**config.mk**
```make
export PLATFORM = sky130hd
export DESIGN_NAME = jpeg_marker_dimension_parser
export DESIGN_NICKNAME = d
export VERILOG_FILES = /design/src/rtl/jmdp_pkg.sv /design/src/rtl/jpeg_marker_dimension_parser.sv
export SDC_FILE = /design/constraint.sdc
export NUM_CORES = 1
export LEC_CHECK = 0
export ABC_AREA = 1
export BUFFER_PORTS_ARGS = -buffer_cell sky130_fd_sc_hd__clkbuf_2
export CORE_UTILIZATION = 30
export DETAILED_ROUTE_END_ITERATION = 8
export MAX_ROUTING_LAYER = met4
export PLACE_DENSITY = 0.49
export SYNTH_ARGS = -nofsm -noshare
export SYNTH_HDL_FRONTEND = slang
export SYNTH_SLANG_ARGS = --single-unit
```
**constraint.sdc**
```tcl
create_clock -name i_clk -period 4.7 [get_ports i_clk]
set_input_delay 0.94 -clock i_clk [delete_from_list [all_inputs] [get_ports i_clk]]
set_output_delay 0.94 -clock i_clk [all_outputs]
set_load 0.05 [all_outputs]
```
**src/rtl/jmdp_pkg.sv**
```systemverilog
`default_nettype none

package jmdp_pkg;

    typedef struct packed {
        logic [7:0] data_byte;
        logic       stream_start;
    } t_in_item;

    typedef struct packed {
        logic [1:0]  outcome;
        logic [15:0] frame_height;
        logic [15:0] frame_width;
        logic        arithmetic_coded;
    } t_out_item;

    typedef enum logic [3:0] {
        PH_FIRST,
        PH_SECOND,
        PH_SEEK,
        PH_FFRUN,
        PH_LEN_HI,
        PH_LEN_LO,
        PH_SKIP,
        PH_PREC,
        PH_H_HI,
        PH_H_LO,
        PH_W_HI,
        PH_W_LO,
        PH_DONE
    } t_phase;

    localparam logic [1:0] OC_NOT_JPEG = 2'd0;
    localparam logic [1:0] OC_HUFFMAN  = 2'd1;
    localparam logic [1:0] OC_ARITH    = 2'd2;
    localparam logic [1:0] OC_OTHER    = 2'd3;

    localparam logic [7:0] BYTE_FF   = 8'hFF;
    localparam logic [7:0] BYTE_ZERO = 8'h00;
    localparam logic [7:0] MK_SOI    = 8'hD8;
    localparam logic [7:0] MK_SOF0   = 8'hC0;
    localparam logic [7:0] MK_SOF1   = 8'hC1;
    localparam logic [7:0] MK_SOF9   = 8'hC9;
    localparam logic [7:0] MK_TEM    = 8'h01;
    localparam logic [4:0] MK_RST_HI = 5'b11010;  // D0..D7
    localparam logic [15:0] LEN_SELF = 16'd2;

    // markers that end the scan without dimensions
    function automatic logic is_terminator(input logic [7:0] m);
        logic r;
        unique case (m)
            8'hC2, 8'hC3, 8'hC5, 8'hC6, 8'hC7, 8'hC8,
            8'hCA, 8'hCB, 8'hCD, 8'hCE, 8'hCF,
            8'hD8, 8'hD9, 8'hDA: r = 1'b1;
            default:             r = 1'b0;
        endcase
        return r;
    endfunction

endpackage

`default_nettype wire

```
**src/rtl/jpeg_marker_dimension_parser.sv**
```systemverilog
`default_nettype none

// Parses a JPEG byte stream, one byte per item, and returns at most one result item per
// file: not-jpeg, SOF0/SOF1 height and width, SOF9 arithmetic frame, or another terminating
// marker. A byte with stream_start set restarts the parser and is taken as the first byte.
// Every byte is handled in the cycle it is accepted, so one item is taken per clock while
// input ready is high; the result is registered, in the skid stage if the output register
// still holds one. A one-entry skid stage behind the output register keeps input accepted
// while a result waits; input ready drops only while both hold a result. Bytes after the
// result are dropped until the next stream_start.
module jpeg_marker_dimension_parser (
    input  wire                   i_clk,
    input  wire                   i_rst_n,
    input  wire                   i_in_valid,
    output logic                  o_in_ready,
    input  jmdp_pkg::t_in_item    i_in_item,
    output logic                  o_out_valid,
    input  wire                   i_out_ready,
    output jmdp_pkg::t_out_item   o_out_item
);
    import jmdp_pkg::*;

    t_phase      r_phase, n_phase, w_cur;
    logic [15:0] r_skip, n_skip;
    logic [7:0]  r_len_hi, n_len_hi;
    logic [15:0] r_height, n_height;
    logic [7:0]  r_marker, n_marker;

    logic        r_out_valid, r_skid_valid;
    t_out_item   r_out, r_skid;

    logic        w_accept, w_take, w_res_valid;
    t_out_item   w_res;
    logic [7:0]  w_b;
    logic [15:0] w_skip_dec, w_len_skip;

    assign w_b        = i_in_item.data_byte;
    assign w_accept   = i_in_valid & o_in_ready;
    assign w_take     = r_out_valid & i_out_ready;
    assign w_cur      = i_in_item.stream_start ? PH_FIRST : r_phase;
    assign w_skip_dec = r_skip - 16'd1;
    assign w_len_skip = {r_len_hi, w_b} - LEN_SELF;

    assign o_in_ready  = ~r_skid_valid;
    assign o_out_valid = r_out_valid;
    assign o_out_item  = r_out;

    // result decision
    always_comb begin
        w_res_valid = 1'b0;
        w_res       = '0;
        unique case (w_cur)
            PH_FIRST: begin
                if (w_b != BYTE_FF) begin
                    w_res_valid   = 1'b1;
                    w_res.outcome = OC_NOT_JPEG;
                end
            end
            PH_SECOND: begin
                if (w_b != MK_SOI) begin
                    w_res_valid   = 1'b1;
                    w_res.outcome = OC_NOT_JPEG;
                end
            end
            PH_FFRUN: begin
                if (w_b == MK_SOF9) begin
                    w_res_valid            = 1'b1;
                    w_res.outcome          = OC_ARITH;
                    w_res.arithmetic_coded = 1'b1;
                end else if (is_terminator(w_b)) begin
                    w_res_valid   = 1'b1;
                    w_res.outcome = OC_OTHER;
                end
            end
            PH_W_LO: begin
                w_res_valid        = 1'b1;
                w_res.outcome      = OC_HUFFMAN;
                w_res.frame_height = r_height;
                w_res.frame_width  = {r_len_hi, w_b};
            end
            default: begin
                w_res_valid = 1'b0;
            end
        endcase
    end

    // next state
    always_comb begin
        n_phase  = w_cur;
        n_skip   = r_skip;
        n_len_hi = r_len_hi;
        n_height = r_height;
        n_marker = r_marker;
        unique case (w_cur)
            PH_FIRST:  n_phase = PH_SECOND;
            PH_SECOND: n_phase = PH_SEEK;
            PH_SEEK: begin
                if (w_b == BYTE_FF) begin
                    n_phase = PH_FFRUN;
                end
            end
            PH_FFRUN: begin
                priority if (w_b == BYTE_FF) begin
                    n_phase = PH_FFRUN;
                end else if (w_b == BYTE_ZERO || w_b == MK_TEM || w_b[7:3] == MK_RST_HI) begin
                    n_phase = PH_SEEK;
                end else begin
                    n_marker = w_b;
                    n_phase  = PH_LEN_HI;
                end
            end
            PH_LEN_HI: begin
                n_len_hi = w_b;
                n_phase  = PH_LEN_LO;
            end
            PH_LEN_LO: begin
                if (r_marker == MK_SOF0 || r_marker == MK_SOF1) begin
                    n_phase = PH_PREC;
                end else begin
                    n_skip  = w_len_skip;
                    n_phase = (w_len_skip != 16'd0) ? PH_SKIP : PH_SEEK;
                end
            end
            PH_SKIP: begin
                n_skip = w_skip_dec;
                if (w_skip_dec == 16'd0) begin
                    n_phase = PH_SEEK;
                end
            end
            PH_PREC: n_phase = PH_H_HI;
            PH_H_HI: begin
                n_height = {w_b, 8'h00};
                n_phase  = PH_H_LO;
            end
            PH_H_LO: begin
                n_height = {r_height[15:8], w_b};
                n_phase  = PH_W_HI;
            end
            PH_W_HI: begin
                n_len_hi = w_b;
                n_phase  = PH_W_LO;
            end
            PH_W_LO: n_phase = PH_DONE;
            PH_DONE: n_phase = PH_DONE;
            default: n_phase = PH_DONE;
        endcase
        if (w_res_valid) begin
            n_phase = PH_DONE;
        end
    end

    always_ff @(posedge i_clk) begin
        if (!i_rst_n) begin
            r_phase <= PH_FIRST;
        end else if (w_accept) begin
            r_phase <= n_phase;
        end
    end

    always_ff @(posedge i_clk) begin
        if (w_accept) begin
            r_skip   <= n_skip;
            r_len_hi <= n_len_hi;
            r_height <= n_height;
            r_marker <= n_marker;
        end
    end

    // output register with skid stage
    always_ff @(posedge i_clk) begin
        if (!i_rst_n) begin
            r_out_valid  <= 1'b0;
            r_skid_valid <= 1'b0;
        end else if (!r_out_valid || w_take) begin
            if (r_skid_valid) begin
                r_out_valid  <= 1'b1;
                r_skid_valid <= 1'b0;
            end else begin
                r_out_valid <= w_accept & w_res_valid;
            end
        end else if (w_accept && w_res_valid) begin
            r_skid_valid <= 1'b1;
        end
    end

    always_ff @(posedge i_clk) begin
        if (!r_out_valid || w_take) begin
            if (r_skid_valid) begin
                r_out <= r_skid;
            end else if (w_accept && w_res_valid) begin
                r_out <= w_res;
            end
        end else if (w_accept && w_res_valid) begin
            r_skid <= w_res;
        end
    end

endmodule

`default_nettype wire

```
==> results by group, run 1 <==
Placement
  • Pre-CTS WS: 1720 ps
  • Hpwl dp: 9910 µm
  • Placer Congestion: 0.855
  • # port buffers: 49

Critical path
  • CP endpoint kind: register
  • CP Launch Type: input pin
  • Worst EP required: 4780 ps
  • Crit Path Max Fanout: 35
  • Critical Path AT: 2610 ps
  • WS Path Type: in2reg

Synthesis
  • Post-synth EDFFs: 117
  • Number of synthesized register bits: 123
  • Seq/Total Area, Yosys: 0.605
  • Syn Nets: 683
  • Yosys warns: 0
  • Leading post-synthesis cells by cell area: edfxtp_1 59%, nand2_1 13%, nor2_1 8.3%
  • Post-synth top cells: 202 x nand2_1, 133 x nor2_1, 117 x edfxtp_1, 67 x inv_1, 26 x nand3_1
  • Syn Area/Cell: 9.00 µm²
  • Cell area after synthesis: 6000 µm²
  • Distinct cell type count after synthesis: 31
  • Most used standard cell by instance count after synthesis: nand2_1
  • Synth top area share: 0.585
  • Largest area contributor in the netlist: edfxtp_1
  • Mapped Cells: 667
  • Synth Flop Type: edfxtp_1
  • Async SR Flop Fraction: 0

CTS
  • Inserted Clock Buffers: 17
  • H-tree lvl count: 4
  • Sink Count: 123
  • Clock slew at reported path FFs: 60 ps
  • Max Root-Sink Buffers: 2
  • Skew-Pair Late Insertion Delay: 420 ps
  • Post-CTS Hold Buffers: 0
  • Total setup buffers inserted after CTS: 0
  • Root buf cell: clkbuf_16
  • CTS tree: done
  • Cts repair resizes: 0

STA
  • Post-route setup slack: 2170 ps
  • RSZ-0062 raised after global routing: false
  • Minimum clock period: 2530 ps
  • Hold violation total from the final report: 0
  • Final count of negative-setup-slack endpoints: 0
  • Slew margin rel.: 0.505
  • FMAX: 394 MHz
  • Slew @ Worst Pin: 740 ps
  • Clock skew: 16.4 ps
  • Period utilization: 0.539
  • Max-slew violation count: 0
  • Setup TNS: 0 ps

Pwr
  • Lkg Pwr: 2.93 nW
  • Maximum vdd drop: 246 µV
  • Power density over the cells: 380 nW/µm²

Detailed routing
  • Antenna viol nets, final: 0
  • Vias: 4472
  • Via-to-Cell Ratio: 4.45
  • Drt wl/cell: 13.7 µm
  • DRC viols: 0
  • Detailed Routing Iterations Pass 1: 5
  • Routed WL: 13800 µm
  • Initial drt markers: 274

GRT
  • Gr usage total: 0.147
  • Initial antenna violation count: 0
  • GRT met2 Usage: 0.224
  • GRT Residual Overflow: 0
  • Via count of the first global-routing pass: 4350
  • GRT busiest layer: met2
  • Routing usage on met3: 0.0377
  • GRT met1 Usage: 0.192
  • Largest net degree at the start of global routing: 39
  • First-pass GRT wire length: 22200 µm

Hold path
  • Hold Path Class: reg2reg

Floorplan
  • Num rows: 51
  • IO Count: 50
  • Die area: 20600 µm²
  • Starting Density: 0.307
  • Core area: 19500 µm²
  • Die height: 143 µm
  • Die width: 143 µm

Cells and area
  • Nets: 742
  • Synth-to-Final Area Change: 18.7%
  • N_diodes: 0
  • Layout cells sized above 1: 0.171

Flow run
  • Max Cap Viol: 0

Status
  • Status: finished, final reports clean
-- per-stage QoR --
step	hold slack, ps	util	power, mW	area [µm²]	cells
floorplan	456	-	1.45	6000	667
global placement	476	0.337	1.51	6570	972
detailed placement	473	0.337	1.52	6570	972
CTS	486	0.365	2.74	7120	1004
global route	495	0.365	2.81	7120	1004
finish	484	0.365	2.71	7120	1004
-- kinds of logic (layout without fill, tap and decap cells) --
logic type	count (synthesis)	in the layout	synth area share
fa+ha+maj	3	3	0.00625
xor+xnor	7	7	0.0102
compound gates	41	41	0.0384
flops	123	123	0.605
buf+inv	91	163	0.0584
simple gates	402	402	0.281
-- worst max-delay path: stages --
cell and delay (ps):
clkbuf_2 170, nor2_2 190, inv_2 70, nor2_1 110
nand4_1 130, a21oi_2 220, nor2_2 70, nand2_2 70
nand2_2 100, a21oi_4 130, buf_4 390
-- registers in the layout (all words and copies together) (netlist names) --
signal,count
o_out_item,35
r_skid,35
r_height,16
r_skip,16
r_len_hi,8
r_marker,7
r_phase,4
o_out_valid,1
r_skid_valid,1
-- path summary, 6_finish.rpt --
check,endpoint,startpoint,cells after the start,slack [ps]
worst max-delay path,o_out_item[10],i_in_item[6],11,2170
worst min-delay path,r_phase[0],r_phase[0],2,480
worst max register to register,o_out_item[10],r_skid_valid,7,2380
worst min register to register,r_phase[0],r_phase[0],2,480
-- routing by layer --
metal  vias to the layer above  routed length [µm]  part of all wire
met2                        83                6450              0.47
met3                        10                 600             0.043
met5                         -                   0                 0
li1                       2288                   -                 -
met1                      2091                6620              0.48
met4                         0                 131            0.0095
-- area by class of cell --
class,count,area [µm²]
Fill cell,2032,12400
Sequential cell,123,3630
Multi-Input combinational cell,453,2040
Clock buffer,18,429
Tap cell,265,332
Inverter,77,289
Timing Repair Buffer,54,283
Clock inverter,14,121
-- cell usage in the layout, fill, tap and decap left out, types with 7 or more instances in the layout --
master	netlist	routed
nand2_1	202	202
nor2_1	133	132
edfxtp_1	117	117
inv_1	67	67
clkbuf_2	0	49
nand3_1	26	26
o21ai_0	17	17
clkbuf_16	0	17
nor2_2	10	11
inv_2	10	10
nand2_2	8	8
a31oi_1	8	8
xor2_1	7	7
-- where the power goes --
part           total (mW)  internal [mW]  switching (mW)
Clock                1.22          0.724           0.492
Sequential           1.26           1.25          0.0140
Combinational       0.233         0.0454           0.188
Note: power is estimated with default switching activity, not from simulation.
==> inputs of run 2 (changes only) <==
Settings changed: PLACE_DENSITY 0.49 to 0.5.
Clock period 4.7 ns to 2.2 ns, I/O delays scaled along.
==> run 2 against run 1 <==
Wire length grew 4.6%; critical path type is now reg2reg; sequential power increased by 110%; sequential share of layout area fell by 2.3 points; highest routed layer unchanged; clock power grew 120%; design area is 4.8% higher; via count is 2.3% higher; global-route usage rose by 0.76 points; non-clock buffer count increased by 34; clock skew is 11 ps lower.
==> results by group, run 2 (synthesis gave the netlist of run 1 again) <==
Hold path
  • Hold Path Class: in2reg
  • Hold Path Depth: 1 (-1)
  • Hold Crit Endpoint: r_marker[7]
  • Hold_sp: i_in_item[8]

STA
  • Hold violation total from the final report: 0 (unchanged)
  • FMAX: 500 MHz
  • Clock skew: 5.66 ps (-10.8 ps)
  • Final count of negative-setup-slack endpoints: 0 (unchanged)
  • Setup TNS: 0 ps (unchanged)
  • Minimum clock period: 2000 ps
  • Slew margin rel.: 0.750 (+0.245)
  • Worst Hold Margin: 248 ps (-236 ps)
  • RSZ-0062 raised after global routing: false
  • Slew @ Worst Pin: 375 ps (-365 ps)
  • Post-route setup slack: 200 ps (-1970 ps)
  • Max-slew violation count: 0 (unchanged)
  • Period utilization: 0.909

Critical path
  • CP endpoint kind: register
  • RR Endpoint: o_out_item[9]
  • Worst EP required: 2310 ps (-2470 ps)
  • Crit Path Max Fanout: 35 (unchanged)
  • Max stage delay on crit path: 340 ps (-50 ps)
  • Critical Path AT: 2110 ps (-500 ps)
  • CP Launch Type: register
  • Most common cell on crit path: nand2_2
  • WS Path Type: reg2reg
  • Slowest CP cell: dfxtp_1
  • R2R depth: 11 (+4)
  • Critical path cell sequence: inv_2, nor2_4, nand2_2, nor2_2, o21ai_0, nand3_1, nand2_1, nand2_2, nand2_4, a21oi_4, buf_12
  • R2r setup slk: 200 ps (-2180 ps)
  • RR Startpoint: r_phase[0]

Cells and area
  • Non-Filler Cell Area, Final: 7460 µm² (+4.8%)
  • Most frequent cells in the layout: 202 x nand2_1, 131 x nor2_1, 117 x edfxtp_1
  • Nets: 776 (+4.6%)
  • Commonest non-fill, non-tap cell in the layout: nand2_1
  • Filler instances: 1994 (-1.9%)
  • N_diodes: 0 (unchanged)
  • Layout cells sized above 1: 0.206 (+0.0352)
  • Synth-to-Final Area Change: 24.3%

Floorplan
  • Die height: 143 µm (unchanged)
  • IO Count: 50 (unchanged)
  • Die area: 20600 µm² (unchanged)
  • Core area: 19500 µm² (unchanged)
  • Die width: 143 µm (unchanged)
  • Num rows: 51 (unchanged)
  • Starting Density: 0.307 (unchanged)

Placement
  • Placer Congestion: 0.849 (-0.75%)
  • Post-Place Cell Area: 6900 µm² (+4.9%)
  • # port buffers: 49 (unchanged)
  • Hpwl dp: 10700 µm (+7.9%)
  • Pre-CTS WS: 8.96 ps (-1710 ps)

Pwr
  • Maximum vdd drop: 593 µV (+140%)
  • Power density over the cells: 793 nW/µm² (+110%)
  • Lkg Pwr: 3.11 nW (+6.3%)
  • Overall Power: 5.92 mW (+120%)

Status
  • Status: finished, final reports clean

CTS
  • Cts repair resizes: 0 (unchanged)
  • Root buf cell: clkbuf_16
  • Inserted Clock Buffers: 17 (unchanged)
  • Max Root-Sink Buffers: 2 (unchanged)
  • Sink Count: 123 (unchanged)
  • H-tree lvl count: 4 (unchanged)
  • Post-CTS Hold Buffers: 0 (unchanged)
  • Skew-Pair Late Insertion Delay: 420 ps (about the same)
  • Clock slew at reported path FFs: 50 ps (about the same)
  • CTS tree: done
  • Total setup buffers inserted after CTS: 0 (unchanged)

Detailed routing
  • Detailed Routing Iterations Pass 1: 5 (unchanged)
  • Via-to-Cell Ratio: 4.41 (-1.0%)
  • Wl on met1: 6970 µm (+5.4%)
  • Routed WL: 14400 µm (+4.6%)
  • Drt wl/cell: 13.9 µm (+1.2%)
  • DRC viols: 0 (unchanged)
  • Antenna viol nets, final: 0 (unchanged)
  • Met2 wire length: 6700 µm (+3.9%)
  • Initial drt markers: 297 (+8.4%)
  • Vias: 4576 (+2.3%)
  • Highest metal used: met4
  • Wire length on met3: 493 µm (-18%)

GRT
  • Via count of the first global-routing pass: 4416 (+1.5%)
  • Gr usage total: 0.155 (+0.00756)
  • Initial antenna violation count: 0 (unchanged)
  • GRT Residual Overflow: 0 (unchanged)
  • First-pass GRT wire length: 22900 µm (+2.8%)
  • Largest net degree at the start of global routing: 36 (-7.7%)

Flow run
  • Max Cap Viol: 0 (unchanged)
run 2: cell types whose count changed in the layout (fill, tap and decap cells not counted), sizes merged:
cell | previous run | this run
buf | 5 | 39
clkinv | 6 | 4
inv | 79 | 78
bufinv | 1 | 2
clkinvlp | 5 | 4
clkbuf | 67 | 70
run 2: final cells by class:
class	instances	area [µm²]	area share
multi-input cells	453	2060	0.276
repair buffers	88	588	0.0788
clock buffers	21	440	0.0590
inverters	77	289	0.0387
clock inverters	11	121	0.0163
well taps	265	332	0.0444
flip-flops and latches	123	3630	0.487
run 2: how the worst max path moves through the flow:
stage	startpoint	endpoint	slack [ps]	cells after the start
floorplan	i_in_item[0]	o_out_item[0]	-30	9
global placement	i_in_item[0]	o_out_item[9]	40	11
detailed placement	i_in_item[0]	o_out_item[15]	9	11
CTS	r_phase[0]	o_out_item[15]	210	11
global route	r_phase[0]	o_out_item[11]	30	11
finish	r_phase[0]	o_out_item[9]	200	11
run 2: routing by layer:
layer,global-route usage,vias to the layer above
met3,0.0340,21
met1,0.195,2116
li1,-,2347
met5,-,-
met2,0.240,92
met4,0.0638,0
run 2: stage by stage:
| step | instances | utilization |
|---|---|---|
| after CTS | 1038 | 0.382 |
| after detailed placement | 1006 | 0.353 |
| after global routing | 1038 | 0.382 |
| final | 1038 | 0.382 |
| after global placement | 1006 | 0.353 |
| after floorplan | 667 | - |
run 2: worst max-delay path, delay by kind of cell, from the launching register on:
kind / cells / cell delay [ps]
buffers and inverters: 2 / 280
AO/OA/AOI/OAI: 2 / 270
AND/OR/NAND/NOR: 7 / 780
flip-flops: 1 / 340
run 2: where the power goes:
| part | internal [mW] | leakage [nW] | total, mW | switching, mW |
|---|---|---|---|---|
| combinational | 0.135 | 1.77 | 0.548 | 0.413 |
| sequential | 2.66 | 1.08 | 2.69 | 0.0307 |
| clock | 1.66 | 0.261 | 2.68 | 1.02 |
==> inputs of run 3 (changes only) <==
==> constraint.sdc (replaced) <==
create_clock -name i_clk -period 2.2 [get_ports i_clk]
set_input_delay 0.66 -clock i_clk [delete_from_list [all_inputs] [get_ports i_clk]]
set_output_delay 0.66 -clock i_clk [all_outputs]
set_load 0.05 [all_outputs]
==> run 3 against run 2 <==
Register-to-register slack better by 60 ps; flip-flop and latch count unchanged; clock power up 6%; die area stayed put; design area increased by 5.6%; worst setup slack worse by 31 ps; largest cell class unchanged.
==> results by group, run 3 (synthesis gave the netlist of run 1 again) <==
STA
  • Final count of negative-setup-slack endpoints: 0 (unchanged)
  • Clock skew: 16.5 ps (+10.8 ps)
  • Hold violation total from the final report: 0 (unchanged)
  • Slew margin rel.: 0.588 (-0.162)
  • RSZ-0062 raised after global routing: false
  • Period utilization: 0.923 (+0.0141)
  • Worst Hold Margin: 476 ps (+228 ps)
  • Max-slew violation count: 0 (unchanged)
  • Post-route setup slack: 169 ps (-30.9 ps)
  • FMAX: 492 MHz (-1.5%)
  • Minimum clock period: 2030 ps (+30.9 ps)
  • Slew @ Worst Pin: 616 ps (+241 ps)

Floorplan
  • Core area: 19500 µm² (unchanged)
  • Num rows: 51 (unchanged)
  • Die height: 143 µm (unchanged)
  • Die area: 20600 µm² (unchanged)
  • Starting Density: 0.307 (unchanged)
  • IO Count: 50 (unchanged)
  • Die width: 143 µm (unchanged)

CTS
  • Total setup buffers inserted after CTS: 0 (unchanged)
  • Inserted Clock Buffers: 17 (unchanged)
  • Root buf cell: clkbuf_16
  • Clock slew at reported path FFs: 60 ps (about the same)
  • Max Root-Sink Buffers: 2 (unchanged)
  • H-tree lvl count: 4 (unchanged)
  • CTS tree: done
  • Sink Count: 123 (unchanged)
  • Skew-Pair Late Insertion Delay: 420 ps (about the same)

Detailed routing
  • Via-to-Cell Ratio: 4.40 (-0.15%)
  • Routed WL: 14400 µm (-0.48%)
  • Drt wl/cell: 13.2 µm (-4.8%)
  • Antenna viol nets, final: 0 (unchanged)
  • Vias: 4776 (+4.4%)
  • Detailed Routing Iterations Pass 1: 5 (unchanged)
  • Initial drt markers: 255 (-14%)
  • DRC viols: 0 (unchanged)

Pwr
  • Power density over the cells: 778 nW/µm² (-1.9%)
  • Power Internal: 4.62 mW (+3.7%)
  • Switching power: 1.51 mW (+3.3%)
  • Overall Power: 6.13 mW (+3.6%)
  • Clk pwr share: 0.464 (+0.011)
  • Switch share: 0.247 (-0.000664)
  • Combinational fraction of design power: 0.098 (+0.005)
  • Lkg Pwr: 3.38 nW (+8.5%)
  • Reg power frac: 0.439 (-0.016)
  • Maximum vdd drop: 523 µV (-12%)

GRT
  • Via count of the first global-routing pass: 4380 (-0.82%)
  • GRT Residual Overflow: 0 (unchanged)
  • Initial antenna violation count: 0 (unchanged)
  • Gr usage total: 0.153 (-0.00196)
  • First-pass GRT wire length: 23000 µm (+0.46%)
  • Largest net degree at the start of global routing: 36 (unchanged)

Critical path
  • R2r setup slk: 260 ps (+60 ps)
  • Critical Path AT: 1370 ps (-740 ps)
  • WP depth: 3 (-8)
  • R2R depth: 11 (unchanged)
  • Crit Path Max Fanout: 17 (-51%)
  • Max stage delay on crit path: 330 ps (about the same)
  • CP top delay family: buffers and inverters
  • CP endpoint: o_in_ready
  • Critical path cell sequence: inv_1, buf_4, clkbuf_2
  • WS Path Type: reg2out
  • RR Endpoint: o_out_item[10]
  • Slowest CP cell: clkbuf_2
  • Crit path from: r_skid_valid
  • CP endpoint kind: output pin
  • Worst path buffer plus inverter count: 3 (+1)
  • Worst EP required: 1540 ps (-770 ps)
  • RR Startpoint: r_phase[0]
  • CP Launch Type: register

Flow run
  • Max Cap Viol: 0 (unchanged)

Placement
  • Placed Cells: 1053 (+4.7%)
  • Hpwl dp: 10900 µm (+1.9%)
  • Pre-CTS WS: -185 ps (-194 ps)
  • Placer Congestion: 0.863 (+1.7%)
  • # port buffers: 49 (unchanged)

Status
  • Status: finished, final reports clean

Cells and area
  • Filler instances: 1957 (-1.9%)
  • Final Core Density: 0.404 (+0.0213)
  • Post-route insts no fill: 1085 (+4.5%)
  • Area of the multi-input gates: 2080 µm² (+1.2%)
  • Nets: 823 (+6.1%)
  • Most frequent cells in the layout: 199 x nand2_1, 130 x nor2_1, 117 x edfxtp_1
  • Synth-to-Final Area Change: 31.3%
  • N_diodes: 0 (unchanged)
  • Commonest non-fill, non-tap cell in the layout: nand2_1
  • Layout cells sized above 1: 0.262 (+0.0565)
  • Register Area: 3630 µm² (unchanged)

Hold path
  • Hold Path Class: reg2reg
-- run 3: cell types whose count changed in the layout (fill, tap and decap cells not counted), sizes merged --
cell      change
clkinv        +4
inv           +1
clkinvlp      -3
buf          +47
clkbuf        -3
bufinv        +1
-- run 3: what timing repair did --
item / 4_1_cts / 5_1_grt
endpoints found under the setup margin: 0 / 1
hold buffers: 0 / 0
resized for setup: 0 / 1
-- run 3: through the flow --
stage | instance area (µm²) | setup TNS, ps
3_3_place_gp | 7280 | -8120
5_1_grt | 7880 | 0
3_5_place_dp | 7280 | -10510
2_1_floorplan | 6070 | -12360
4_1_cts | 7880 | 0
6_report | 7880 | 0
-- run 3: worst min-delay path by stage --
stage / startpoint / to / slack [ps] / cells past startpoint
3_3_place_gp: r_phase[0] / r_phase[0] / 470 / 2
3_5_place_dp: r_phase[0] / r_phase[0] / 470 / 2
4_1_cts: r_phase[0] / r_phase[0] / 480 / 2
6_report: r_phase[0] / r_phase[0] / 480 / 2
2_1_floorplan: r_phase[0] / r_phase[0] / 460 / 2
5_1_grt: r_phase[0] / r_phase[0] / 510 / 2
-- run 3: worst min-delay path, delay by kind of cell (launching register included) --
kind | cells | cell delay, ps
AO/OA/AOI/OAI | 1 | 50
flip-flops | 1 | 310
AND/OR/NAND/NOR | 1 | 60
-- run 3: final cells by class --
type | count | area share
Clock buffer | 18 | 0.0545
Multi-Input combinational cell | 453 | 0.265
Timing Repair Buffer | 135 | 0.119
Tap cell | 265 | 0.0421
Sequential cell | 123 | 0.461
Inverter | 77 | 0.0370
Clock inverter | 14 | 0.0214
-- run 3: power by group through the flow --
stage                     sequential, mW  combinational (mW)  clock, mW
final                               2.69               0.598       2.84
after global routing                2.70               0.647       2.99
after CTS                           2.69               0.606       2.90
after detailed placement            2.74               0.604          0
after global placement              2.74               0.605          0
after floorplan                     2.93               0.175          0
-- run 3: layer usage --
metal	up-vias	part of all wire	GRT usage
met5	-	0	-
met4	0	0.012	0.0465
met3	16	0.041	0.0327
met2	102	0.47	0.235
met1	2215	0.48	0.201
li1	2443	-	-
